<file path="config.mk">
export PLATFORM = sky130hd
export DESIGN_NAME = crp_line_store_flat
export DESIGN_NICKNAME = d
export VERILOG_FILES = /design/src/assert_macros.svh /design/src/crp_pkg.sv /design/src/crp_if.sv /design/src/crp_line_store.sv /design/src/flat_wrapper.sv
export SDC_FILE = /design/constraint.sdc
export NUM_CORES = 1
export LEC_CHECK = 0
export BUFFER_PORTS_ARGS = -buffer_cell sky130_fd_sc_hd__buf_2
export CAP_MARGIN = 5
export CELL_PAD_IN_SITES_DETAIL_PLACEMENT = 0
export CELL_PAD_IN_SITES_GLOBAL_PLACEMENT = 2
export CORE_MARGIN = 4
export CORE_UTILIZATION = 42
export DETAILED_ROUTE_END_ITERATION = 8
export GPL_TIMING_DRIVEN = 0
export PLACE_DENSITY_LB_ADDON = 0.25
export SYNTH_ARGS = -nofsm -noshare
export SYNTH_HDL_FRONTEND = slang
export SYNTH_SLANG_ARGS = --single-unit
</file>
<file path="constraint.sdc">
create_clock -name clk -period 6.83 [get_ports clk]
set_input_delay 0.3415 -clock clk [delete_from_list [all_inputs] [get_ports clk]]
set_output_delay 0.3415 -clock clk [all_outputs]
set_load 0.05 [all_outputs]
</file>
<file path="src/assert_macros.svh">
`ifndef ASSERT_MACROS_SVH
`define ASSERT_MACROS_SVH

// Same-cycle implication, checked outside reset.
`define ASSERT_IMPLIES(label, clk, rst_n, ante, cons) \
  label: assert property (@(posedge clk) disable iff (!(rst_n)) (ante) |-> (cons)) \
    else $error("same-cycle implication failed");

// Next-cycle implication, checked outside reset.
`define ASSERT_NEXT(label, clk, rst_n, ante, cons) \
  label: assert property (@(posedge clk) disable iff (!(rst_n)) (ante) |=> (cons)) \
    else $error("next-cycle implication failed");

`endif

</file>
<file path="src/crp_pkg.sv">
`timescale 1ns / 1ps

package crp_pkg;

  localparam int TIMEOUT_W = 20;
  localparam logic [TIMEOUT_W-1:0] TIMEOUT_RESET = 20'd1000;
  localparam int TMO3_W = TIMEOUT_W + 2;
  localparam logic [TMO3_W-1:0] TMO3_RESET = TMO3_W'(3 * 1000);

  // fixed line positions
  localparam int POS_THIRD = 2;
  localparam int POS_INFO_LAST = 9;
  localparam int POS_TX = 26;
  localparam int TX_MIN_LEN = 27;

  localparam logic CMD_BYTE = 1'b0;
  localparam logic CMD_TICK = 1'b1;

  localparam logic [7:0] CH_SEMI  = 8'h3B;
  localparam logic [7:0] CH_ZERO  = 8'h30;
  localparam logic [7:0] CH_NINE  = 8'h39;
  localparam logic [7:0] CH_ONE   = 8'h31;
  localparam logic [7:0] CH_TWO   = 8'h32;

  localparam logic [15:0] LN_FA = 16'h4641;
  localparam logic [15:0] LN_FB = 16'h4642;
  localparam logic [15:0] LN_MD = 16'h4D44;
  localparam logic [15:0] LN_TX = 16'h5458;
  localparam logic [15:0] LN_SM = 16'h534D;
  localparam logic [15:0] LN_PC = 16'h5043;
  localparam logic [15:0] LN_PO = 16'h504F;
  localparam logic [15:0] LN_IF = 16'h4946;
  localparam logic [15:0] LN_OM = 16'h4F4D;

  localparam logic [7:0] MODE_INVALID = 8'hFF;

  typedef enum logic [3:0] {
    KIND_NONE  = 4'd0,
    KIND_OTHER = 4'd1,
    KIND_FA    = 4'd2,
    KIND_FB    = 4'd3,
    KIND_MD    = 4'd4,
    KIND_TX    = 4'd5,
    KIND_SM    = 4'd6,
    KIND_PC    = 4'd7,
    KIND_PO    = 4'd8,
    KIND_IF    = 4'd9,
    KIND_OM    = 4'd10
  } kind_t;

  typedef enum logic [1:0] {
    OP_BYTE   = 2'd0,
    OP_TICK   = 2'd1,
    OP_FINISH = 2'd2
  } op_t;

  // Item handed from the line stage to the status stage.
  typedef struct packed {
    op_t         op;
    logic [7:0]  first;
    logic [7:0]  second;
    logic        has_two;
    logic        has_third;
    logic        has_tx_letter;
    logic [31:0] digit_value;
    logic        over16;
    logic [26:0] info_freq;
  } tok_t;

  function automatic logic [7:0] map_mode(input logic [7:0] c);
    logic [7:0] m;
    case (c)
      8'h30:   m = 8'h00;
      8'h31:   m = 8'h01;
      8'h32:   m = 8'h03;
      8'h33:   m = 8'h05;
      8'h34:   m = 8'h02;
      8'h35:   m = 8'h04;
      8'h36:   m = 8'h07;
      8'h37:   m = 8'h08;
      default: m = MODE_INVALID;
    endcase
    return m;
  endfunction

  function automatic logic is_digit(input logic [7:0] c);
    return (c >= CH_ZERO) && (c <= CH_NINE);
  endfunction

endpackage

</file>
<file path="src/crp_if.sv">
`timescale 1ns / 1ps

interface crp_in_if;
  logic       valid;
  logic       ready;
  logic       command;
  logic [7:0] rx_byte;
  modport source(output valid, command, rx_byte, input ready);
  modport sink(input valid, command, rx_byte, output ready);
endinterface


</file>
<file path="src/crp_line_store.sv">
`timescale 1ns / 1ps

module crp_line_store import crp_pkg::*; #(
  parameter int LINE_CAPACITY = 128
) (
  input  logic       clk,
  input  logic       rst_n,
  crp_in_if.sink     in_ch,
  input  logic       take,
  output tok_t       tok,
  output logic       tok_valid,
  output logic [7:0] rd_third,
  output logic [7:0] rd_tx
);

  localparam int POS_W = $clog2(LINE_CAPACITY);
  localparam int DEPTH = LINE_CAPACITY - 1;
  localparam logic [POS_W-1:0] POS_LAST = POS_W'(LINE_CAPACITY - 1);

  logic [7:0]       line_mem [DEPTH];
  logic [7:0]       rd_third_r;
  logic [7:0]       rd_tx_r;

  logic [POS_W-1:0] pos_r;
  logic [7:0]       first_r;
  logic [7:0]       second_r;
  logic [31:0]      dv_r;
  logic             dv_ended_r;
  logic             over16_r;
  logic [26:0]      info_r;
  logic             info_ended_r;

  tok_t             tok_r;
  tok_t             tok_nxt;
  logic             tok_valid_r;

  logic             accept;
  logic             is_finish;
  logic             store;
  logic [7:0]       b;
  logic [3:0]       d;
  logic [35:0]      dv_wide;
  logic [30:0]      info_wide;

  assign in_ch.ready = !tok_valid_r || take;
  assign accept      = in_ch.valid && in_ch.ready;
  assign b           = in_ch.rx_byte;
  assign d           = b[3:0];
  assign is_finish   = (in_ch.command == CMD_BYTE) && (b == CH_SEMI);
  assign store       = (in_ch.command == CMD_BYTE) && (b != CH_SEMI) && (pos_r < POS_LAST);

  assign dv_wide   = ({4'b0, dv_r} << 3) + ({4'b0, dv_r} << 1) + 36'(d);
  assign info_wide = ({4'b0, info_r} << 3) + ({4'b0, info_r} << 1) + 31'(d);

  always_comb begin
    tok_nxt.op            = (in_ch.command == CMD_TICK) ? OP_TICK :
                            (is_finish ? OP_FINISH : OP_BYTE);
    tok_nxt.first         = first_r;
    tok_nxt.second        = second_r;
    tok_nxt.has_two       = pos_r >= POS_W'(2);
    tok_nxt.has_third     = pos_r > POS_W'(POS_THIRD);
    tok_nxt.has_tx_letter = pos_r >= POS_W'(TX_MIN_LEN);
    tok_nxt.digit_value   = dv_r;
    tok_nxt.over16        = over16_r;
    tok_nxt.info_freq     = info_r;
  end

  always_ff @(posedge clk) begin
    if (!rst_n) begin
      pos_r        <= '0;
      first_r      <= '0;
      second_r     <= '0;
      dv_r         <= '0;
      dv_ended_r   <= 1'b0;
      over16_r     <= 1'b0;
      info_r       <= '0;
      info_ended_r <= 1'b0;
    end else if (accept) begin
      if (is_finish) begin
        pos_r        <= '0;
        dv_r         <= '0;
        dv_ended_r   <= 1'b0;
        over16_r     <= 1'b0;
        info_r       <= '0;
        info_ended_r <= 1'b0;
      end else if (store) begin
        pos_r <= pos_r + POS_W'(1);
        if (pos_r == POS_W'(0)) begin
          first_r <= b;
        end else if (pos_r == POS_W'(1)) begin
          second_r <= b;
        end else begin
          if (!dv_ended_r) begin
            if (is_digit(b)) begin
              dv_r <= dv_wide[31:0];
              if (|dv_wide[35:16]) over16_r <= 1'b1;
            end else begin
              dv_ended_r <= 1'b1;
            end
          end
          if ((pos_r <= POS_W'(POS_INFO_LAST)) && !info_ended_r) begin
            if (is_digit(b)) info_r <= info_wide[26:0];
            else info_ended_r <= 1'b1;
          end
        end
      end
    end
  end

  // Line buffer: bytes go in at the fill position, the finish reads the fixed taps.
  always_ff @(posedge clk) begin
    if (accept && store) line_mem[pos_r] <= b;
    if (accept && is_finish) begin
      rd_third_r <= line_mem[POS_W'(POS_THIRD)];
      rd_tx_r    <= line_mem[POS_W'(POS_TX)];
    end
  end

  always_ff @(posedge clk) begin
    if (!rst_n) begin
      tok_valid_r <= 1'b0;
    end else if (accept) begin
      tok_valid_r <= 1'b1;
    end else if (take) begin
      tok_valid_r <= 1'b0;
    end
  end

  always_ff @(posedge clk) begin
    if (accept) tok_r <= tok_nxt;
  end

  assign tok       = tok_r;
  assign tok_valid = tok_valid_r;
  assign rd_third  = rd_third_r;
  assign rd_tx     = rd_tx_r;

endmodule

</file>
<file path="src/flat_wrapper.sv">
// flat-port wrapper written by rule: the top's interface ports become plain ports
module crp_line_store_flat import crp_pkg::*;
#(
  parameter int LINE_CAPACITY = 128
)
  (clk, rst_n, take, tok, tok_valid, rd_third, rd_tx, in_ch_valid, in_ch_command, in_ch_rx_byte, in_ch_ready);
  crp_in_if in_ch_i ();
  input  logic clk;
  input  logic rst_n;
  input  logic take;
  output tok_t tok;
  output logic tok_valid;
  output logic [7:0] rd_third;
  output logic [7:0] rd_tx;
  input wire logic [$bits(in_ch_i.valid)-1:0] in_ch_valid;
  input wire logic [$bits(in_ch_i.command)-1:0] in_ch_command;
  input wire logic [$bits(in_ch_i.rx_byte)-1:0] in_ch_rx_byte;
  output wire logic [$bits(in_ch_i.ready)-1:0] in_ch_ready;
  assign in_ch_i.valid = in_ch_valid;
  assign in_ch_i.command = in_ch_command;
  assign in_ch_i.rx_byte = in_ch_rx_byte;
  assign in_ch_ready = in_ch_i.ready;
  crp_line_store #(.LINE_CAPACITY(LINE_CAPACITY)) u_core (.clk(clk), .rst_n(rst_n), .in_ch(in_ch_i), .take(take), .tok(tok), .tok_valid(tok_valid), .rd_third(rd_third), .rd_tx(rd_tx));
endmodule
</file>
==> results_dict.tcl, run 1 <==
set metrics [dict create \
    cts.htree.levels 4 \
    cts_inserted_buffers 17 \
    postCtsResizedCells 0 \
    boundaryPins 112 \
    yosysUniqueCellTypes 77 \
    synthFlopType "edfxtp_1" \
    cts.sinks 199 \
    core_mm2 0.0244 \
    path_class "flop to flop" \
    final-setup-viol-count 0 \
    tightest_slew_ps 1260 \
    synthArstFlopShare_pct 0 \
    die_w_um 166 \
    drtPass1Iterations 4 \
    final_util_pct 49.5 \
    hold_class "input port to flop" \
    maxSlewViolCount 0 \
    p_leak_nw 5.21 \
    drt_iter0_markers 454 \
    yosys-top-cells-area "edfxtp_1, dfxtp_1, ha_1" \
    yosys_warnings 0 \
    die_area_mm2 0.0275 \
    worstPathMaxFanout 8 \
    cp.arrival_ps 4260 \
    cts_tree "done" \
    period_share_pct 57.9 \
    postSynthCellCount 948 \
    yosysSeqAreaShare_pct 48.9 \
    start_util_pct 42.9 \
    hold_buffers 0 \
    gp_congestion 0.826 \
    dp_hpwl_mm 18.6 \
    via_per_inst 5.31 \
    postCtsSetupBuffers 0 \
    grt-ovfl-total 0 \
    syn_to_final_growth_pct 15.4 \
    drt_wl_total_mm 24.6 \
    clock_latency_ps 440 \
    fin_crit_ps 3960 \
    netlist_area_mm2 0.0105 \
    outcome "completed" \
    vias 7520 \
    grt_max_degree 66 \
    worstPathRequired_ps 7130 \
    timing.slew.headroom_pct 15.1 \
    grt_setup_unrepaired "false" \
    ys_seq_elements 199 \
    grt_pass1_wl_mm 40.6 \
    avgRoutedWirePerCell_um 17.4 \
    drc 0 \
    max-clock-path-buffers 2 \
    cp-start-kind "flop" \
    drive_above_1_share_pct 16.4 \
    port_buffers 110 \
    die_y_um 166 \
    rows 57 \
    synth_edf_count 113 \
    fillCellCount 2345 \
    antenna_left 0 \
    drv_cap 0 \
    crit_path_end_kind "flop" \
    powerDensity_mw_per_mm2 206 \
    fin_setup_tns_ps 0 \
    antenna_found_initial 0 \
    nets 1210 \
    yosysTopAreaCell "edfxtp_1" \
    syn_area_per_cell_um2 11.0 \
    synth_top_area_share_pct 32.4 \
    diodes 0 \
    vdd_drop_max_mv 0.159 \
    syn-num-nets 1080 \
    grt_use_total_pct 18.1 \
    yosysMostFrequentCell "ha_1" \
    skew_ps 16.1 \
    clk_pin_slew_worst_paths_ps 80 \
    fmax_mhz 253 \
    final_hold_viol_count 0 \
    cts-root-buf "clkbuf_16" \
    first_global_vias 7405 \
    synth_commonest_cells "ha_1, edfxtp_1, dfxtp_1" \
]
==> routing by layer <==
layer  GRT usage, %  up-vias  wire, µm
met4           4.09        0       228
met3           2.95       15       809
li1               -     3820         -
met1           27.1     3554     12900
met2           27.7      131     10700
met5              0        -         0
==> flip-flops by register name, indices dropped and copies added, names as in the netlist, 8 cells and up <==
signal and flops:
u_core.second_r 8, u_core.info_r 27, u_core.line_mem 16, u_core.first_r 8, u_core.rd_tx 8, u_core.dv_r 32, u_core.rd_third 8, u_core.tok 81
==> layout make-up <==
type | instances | area [µm²] | share of cell area (%)
inverter | 27 | 104 | 0.860
sequential | 199 | 5110 | 42.4
clock buffer | 17 | 425 | 3.52
multi-input combinational | 694 | 5110 | 42.3
timing repair buffer | 111 | 578 | 4.79
clock inverter | 15 | 196 | 1.63
buffer | 28 | 146 | 1.21
tap | 324 | 405 | 3.36
==> cells in the final DEF, fill, tap and decap left out, types with 25 or more instances in the layout <==
cell and count:
buf_2 115, ha_1 115, edfxtp_1 113, dfxtp_1 86
nand2_1 71, a21oi_1 57, o21ai_0 55, nor2_1 47
nor2b_1 42, nor3_1 28, inv_1 26, xor2_1 25
==> worst max-delay path, cell delays in order (launching register included) <==
cell,delay (ps)
dfxtp_1,390
inv_1,80
fa_1,580
inv_1,60
ha_1,320
a211oi_2,260
o211ai_2,180
a21oi_4,280
o211ai_1,130
a41oi_1,310
xnor2_1,140
or4_1,570
nor4_1,390
a211oi_1,140
==> power by group <==
part / switching, W / total [W] / internal [W] / leakage [nW]
clock: 0.000524 / 0.00103 / 0.000503 / 0.299
sequential: 0.00000926 / 0.00130 / 0.00129 / 1.80
combinational: 0.000134 / 0.000169 / 0.0000350 / 3.10
==> per-stage QoR <==
stage / std cells / hold WS, ps / setup slack [ps] / instance area (µm²) / power (W)
3_5_place_dp: 1383 / 405 / 2560 / 11500 / 0.00150
5_1_grt: 1415 / 126 / 2580 / 12100 / 0.00259
4_1_cts: 1415 / 116 / 2810 / 12100 / 0.00253
6_report: 1415 / 137 / 2870 / 12100 / 0.00249
2_1_floorplan: 948 / 400 / 3450 / 10500 / 0.00145
3_3_place_gp: 1382 / 403 / 2550 / 11400 / 0.00150
==> path summary, 6_finish.rpt <==
check | endpoint | slack, ps | from | cells past startpoint
max | u_core.over16_r | 2870 | u_core.dv_r[0] | 13
min | u_core.line_mem[26][4] | 140 | in_ch_rx_byte[4] | 1
max reg2reg | u_core.over16_r | 2870 | u_core.dv_r[0] | 13
min reg2reg | u_core.rd_tx[3] | 420 | u_core.line_mem[26][3] | 0
==> kinds of logic after synthesis <==
logic type	Yosys count	synth area share, %
simple gates	266	13.0
buf+inv	55	2.37
xor+xnor	44	3.68
fa+ha+maj	119	14.5
mux	19	1.83
compound gates	246	15.8
flops	199	48.9
Note: power is estimated with default switching activity, not from simulation.
==> inputs of run 2 (changes only) <==
- CORE_UTILIZATION: 42 -> 35
- clock period: 6.83 -> 3.6 ns (I/O delays scaled with it)
==> run 2 against run 1 <==
Sequential power grew 89%. Maximum frequency grew 13%. Clock skew is 6.6 ps higher. Register-to-register slack got worse by 2800 ps. Sequential share of layout area is 1.4 points lower. First-iteration DRC count is 14% lower. Clock power rose by 98%. Highest routed layer unchanged.
==> results_dict.tcl, run 2 (synthesized netlist as in run 1, its figures left out) <==
set metrics [dict create \
    vdd_drop_max_mv 0.278 \
    drv_cap 0 \
    boundaryPins 112 \
    postPlaceCellArea_mm2 0.0115 \
    mostFrequentLayoutCells "buf_2, ha_1, edfxtp_1, dfxtp_1, nand2_1" \
    rr_worst_depth 15 \
    vias 7588 \
    die_y_um 181 \
    cts-root-buf "clkbuf_16" \
    cts_tree "done" \
    period_share_pct 97.5 \
    core_mm2 0.0296 \
    antenna_found_initial 0 \
    timing.slew.headroom_pct 17.7 \
    clock_latency_ps 440 \
    diodes 0 \
    cts.sinks 199 \
    worst_slack_ps 89.4 \
    grt_max_degree 51 \
    cts_inserted_buffers 17 \
    nets 1224 \
    die_w_um 181 \
    final_util_pct 42.4 \
    gp_congestion 0.812 \
    max-clock-path-buffers 2 \
    cp-start-kind "flop" \
    r2r_end "u_core.over16_r" \
    final_hold_viol_count 0 \
    grt_pass1_wl_mm 41.8 \
    largest_reg_flops 81 \
    die_area_mm2 0.0327 \
    cp.arrival_ps 3820 \
    whs_path_depth 1 \
    maxSlewViolCount 0 \
    dp_slack_ps -592 \
    clk_pin_slew_worst_paths_ps 80 \
    drc 0 \
    hold_end "u_core.line_mem[26][5]" \
    total_power_w 0.00483 \
    fin_setup_tns_ps 0 \
    outcome "completed" \
    timing.rr.start "u_core.dv_r[0]" \
    fillCellCount 2855 \
    tightest_slew_ps 1230 \
    start_util_pct 35.4 \
    drt_iter0_markers 389 \
    drt_wl_total_mm 26.1 \
    grt-ovfl-total 0 \
    powerDensity_mw_per_mm2 385 \
    regToRegSetupSlack_ps 90 \
    mostFrequentLayoutCell "buf_2" \
    fmax_mhz 285 \
    final-setup-viol-count 0 \
    path_class "flop to flop" \
    rows 63 \
    worstPathRequired_ps 3910 \
    syn_to_final_growth_pct 19.6 \
    worstPathMaxFanout 5 \
    hold_class "input port to flop" \
    port_buffers 110 \
    drtPass1Iterations 5 \
    grt_setup_unrepaired "false" \
    drive_above_1_share_pct 20.4 \
    crit_path_end_kind "flop" \
    first_global_vias 7393 \
    antenna_left 0 \
    avgRoutedWirePerCell_um 17.4 \
    dp_hpwl_mm 19.4 \
    p_leak_nw 5.36 \
    hp-start "in_ch_rx_byte[5]" \
    fin_crit_ps 3510 \
    via_per_inst 5.08 \
    grt_use_total_pct 15.9 \
    cts.htree.levels 4 \
    finalInstanceArea_mm2 0.0125 \
    skew_ps 22.6 \
]
run 2: cell count changes in the layout (fill, tap and decap cells not counted), moves of 4 or more:
cell and delta:
dfxtp_1 -5, dfxtp_2 +4, dlygate4sd3_1 +5, o21ai_1 +4, o21ai_0 -4, buf_4 +9
a21oi_1 -5
run 2: timing repair:
item / 4_1_cts / 5_1_grt
hold buffers: 5 / 0
gates cloned: 0 / 0
endpoints found under the hold margin: 8 / 0
pin swaps: 8 / 15
gates resized for setup: 17 / 35
setup endpoints to repair: 6 / 18
buffers inserted: 4 / 6
run 2: worst max path at each step:
stage,startpoint,to,slack (ps),depth (start not counted)
3_3_place_gp,in_ch_rx_byte[3],u_core.over16_r,-600,14
2_1_floorplan,u_core.dv_r[0],u_core.over16_r,250,13
3_5_place_dp,in_ch_rx_byte[3],u_core.over16_r,-590,14
4_1_cts,u_core.dv_r[2],u_core.over16_r,-0.8,13
5_1_grt,u_core.dv_r[2],u_core.over16_r,4,15
6_report,u_core.dv_r[0],u_core.over16_r,90,15
run 2: area by class of cell:
cell class	instances	area, µm²	area share [%]
Clock buffer	17	425	3.40
Timing Repair Buffer	126	707	5.65
Inverter	27	104	0.829
Clock inverter	15	213	1.70
Sequential cell	199	5120	40.9
Tap cell	390	488	3.90
Buffer	27	144	1.15
Multi-Input combinational cell	694	5320	42.5
run 2: critical path, stage by stage (launching register included):
cell,delay [ps]
dfxtp_4,370
inv_2,40
fa_1,580
inv_2,60
ha_4,260
a211oi_2,70
o211ai_2,310
a21oi_4,100
buf_6,150
buf_4,140
nand4b_1,190
nand3_2,130
o221ai_2,110
or4_4,530
nor4_4,250
a211oi_1,100
run 2: metrics by stage:
stage | cells | hold slack (ps)
5_1_grt | 1495 | 7.40
4_1_cts | 1489 | 2.38
3_5_place_dp | 1449 | 407
2_1_floorplan | 948 | 279
6_report | 1495 | 20.6
3_3_place_gp | 1448 | 403
run 2: metal layers:
| metal | share of wire, % | track usage (%) | vias up |
|---|---|---|---|
| met5 | 0 | 0 | - |
| met4 | 1.0 | 3.75 | 0 |
| met3 | 3.4 | 2.30 | 16 |
| met2 | 43 | 24.1 | 135 |
| met1 | 53 | 23.9 | 3600 |
| li1 | - | - | 3837 |
run 2: where the power goes:
group          total (W)  internal (W)  switching [W]
sequential       0.00246       0.00244      0.0000167
clock            0.00204       0.00103        0.00101
combinational   0.000330     0.0000704       0.000260
==> inputs of run 3 (changes only) <==
==> constraint.sdc (replaced) <==
create_clock -name clk -period 3.6 [get_ports clk]
set_input_delay 0.36 -clock clk [delete_from_list [all_inputs] [get_ports clk]]
set_output_delay 0.36 -clock clk [all_outputs]
set_load 0.05 [all_outputs]
==> run 3 against run 2 <==
Worst hold slack better by 140 ps. Setup slack is essentially flat. Maximum frequency is essentially flat. Cell area decreased by 0.44%. Final cell count shrank 0.33%. Critical endpoint unchanged. Power is 0.15% lower. Largest power group unchanged. Clock-buffer cell count stayed put. Combinational power shrank 2%. Non-clock buffer count decreased by 5. Register-to-register slack about the same. Largest cell class unchanged.
==> results_dict.tcl, run 3 (synthesized netlist as in run 1, its figures left out) <==
set metrics [dict create \
    outcome "completed" \
    core_mm2 0.0296 \
    gp_congestion 0.812 \
    hold_buffers 0 \
    cts_inserted_buffers 17 \
    die_w_um 181 \
    p_leak_nw 5.33 \
    cts.htree.levels 4 \
    start_util_pct 35.4 \
    fillCellCount 2861 \
    timing.slew.headroom_pct 17.0 \
    fmax_mhz 285 \
    clock_latency_ps 440 \
    cp-start-kind "flop" \
    final_hold_viol_count 0 \
    grt_use_total_pct 15.8 \
    crit_path_end_kind "flop" \
    final-setup-viol-count 0 \
    nets 1219 \
    drc 0 \
    fin_setup_tns_ps 0 \
    grt_max_degree 51 \
    grt_setup_unrepaired "false" \
    rows 63 \
    die_area_mm2 0.0327 \
    largest_reg_flops 81 \
    syn_to_final_growth_pct 19.1 \
    cts-root-buf "clkbuf_16" \
    drt_iter0_markers 415 \
    hold_class "input port to flop" \
    boundaryPins 112 \
    cts_tree "done" \
    dp_hpwl_mm 19.4 \
    tightest_slew_ps 1240 \
    max-clock-path-buffers 2 \
    maxSlewViolCount 0 \
    worstPathMaxFanout 5 \
    skew_ps 22.2 \
    timing.rr.start "u_core.dv_r[0]" \
    mostFrequentLayoutCells "buf_2, ha_1, edfxtp_1, dfxtp_1, nand2_1" \
    port_buffers 110 \
    via_per_inst 5.09 \
    mostFrequentLayoutCell "buf_2" \
    clk_pin_slew_worst_paths_ps 100 \
    vias 7578 \
    worstPathRequired_ps 3900 \
    fin_crit_ps 3510 \
    vdd_drop_max_mv 0.278 \
    antenna_left 0 \
    whs_path_depth 3 \
    r2r_end "u_core.over16_r" \
    drive_above_1_share_pct 20.4 \
    antenna_found_initial 0 \
    hp-start "in_ch_valid" \
    regToRegSetupSlack_ps 90 \
    rr_worst_depth 15 \
    drtPass1Iterations 5 \
    period_share_pct 97.5 \
    drv_cap 0 \
    die_y_um 181 \
    diodes 0 \
    powerDensity_mw_per_mm2 387 \
    grt_pass1_wl_mm 41.7 \
    cts.sinks 199 \
    drt_wl_total_mm 26.1 \
    holdWs_ps 164 \
    cp.arrival_ps 3810 \
    path_class "flop to flop" \
    hold_end "u_core.tok_valid" \
    first_global_vias 7373 \
    grt-ovfl-total 0 \
    avgRoutedWirePerCell_um 17.5 \
]
run 3: changes by cell type in the layout (fill, tap and decap cells not counted), sizes merged:
cell	delta
dlygate4sd3	-5
run 3: where the power goes:
group          total, W  switching (W)  internal (W)
logic          0.000325       0.000258     0.0000669
registers       0.00246      0.0000166       0.00244
clock network   0.00203        0.00101       0.00103
run 3: metal layers:
metal / wire (µm) / share of wire (%) / vias to the layer above / global-route usage [%]
met3: 853 / 3.3 / 15 / 2.23
met1: 13700 / 53 / 3590 / 23.9
met5: 0 / 0 / - / 0
met2: 11200 / 43 / 146 / 24.1
met4: 253 / 0.97 / 0 / 3.75
li1: - / - / 3827 / -
run 3: repair_timing:
action / 4_1_cts / 5_1_grt
hold endpoints to repair: 0 / 0
resized for setup: 17 / 34
pin swaps: 8 / 15
setup endpoints to repair: 6 / 8
buffers inserted: 4 / 6
run 3: worst max path at each step:
| stage | from | end | slack [ps] | cells after the start |
|---|---|---|---|---|
| finish | u_core.dv_r[0] | u_core.over16_r | 90 | 15 |
| global route | u_core.dv_r[2] | u_core.over16_r | 4 | 15 |
| CTS | u_core.dv_r[2] | u_core.over16_r | -0.8 | 13 |
| detailed placement | in_ch_rx_byte[3] | u_core.over16_r | -770 | 14 |
| global placement | in_ch_rx_byte[3] | u_core.over16_r | -780 | 14 |
| floorplan | in_ch_rx_byte[3] | u_core.over16_r | 200 | 13 |
run 3: metrics by stage:
stage               instance area (µm²)  setup WS, ps  instances  power [W]  utilization (%)
global placement                  11500          -784       1448    0.00284             38.9
floorplan                         10500           197        948    0.00275                -
finish                            12500          89.8       1490    0.00482             42.2
global route                      12500          3.85       1490    0.00500             42.2
CTS                               12300        -0.806       1484    0.00488             41.5
detailed placement                11500          -772       1449    0.00284             39.0
run 3: worst max-delay path, cell delays in order, from the launching register on:
cell and delay [ps]:
dfxtp_4 370, inv_2 40, fa_1 580, inv_2 60, ha_4 260, a211oi_2 70
o211ai_2 310, a21oi_4 100, buf_6 150, buf_4 140, nand4b_1 180, nand3_2 130
o221ai_2 110, or4_4 530, nor4_4 250, a211oi_1 100
run 3: layout make-up:
cell class	instances	area, µm²	share of cell area [%]
repair buffers	121	657	5.27
flip-flops and latches	199	5120	41.1
plain buffers	27	144	1.15
inverters	27	104	0.833
clock buffers	17	425	3.41
clock inverters	15	213	1.71
well taps	390	488	3.91
multi-input cells	694	5310	42.6
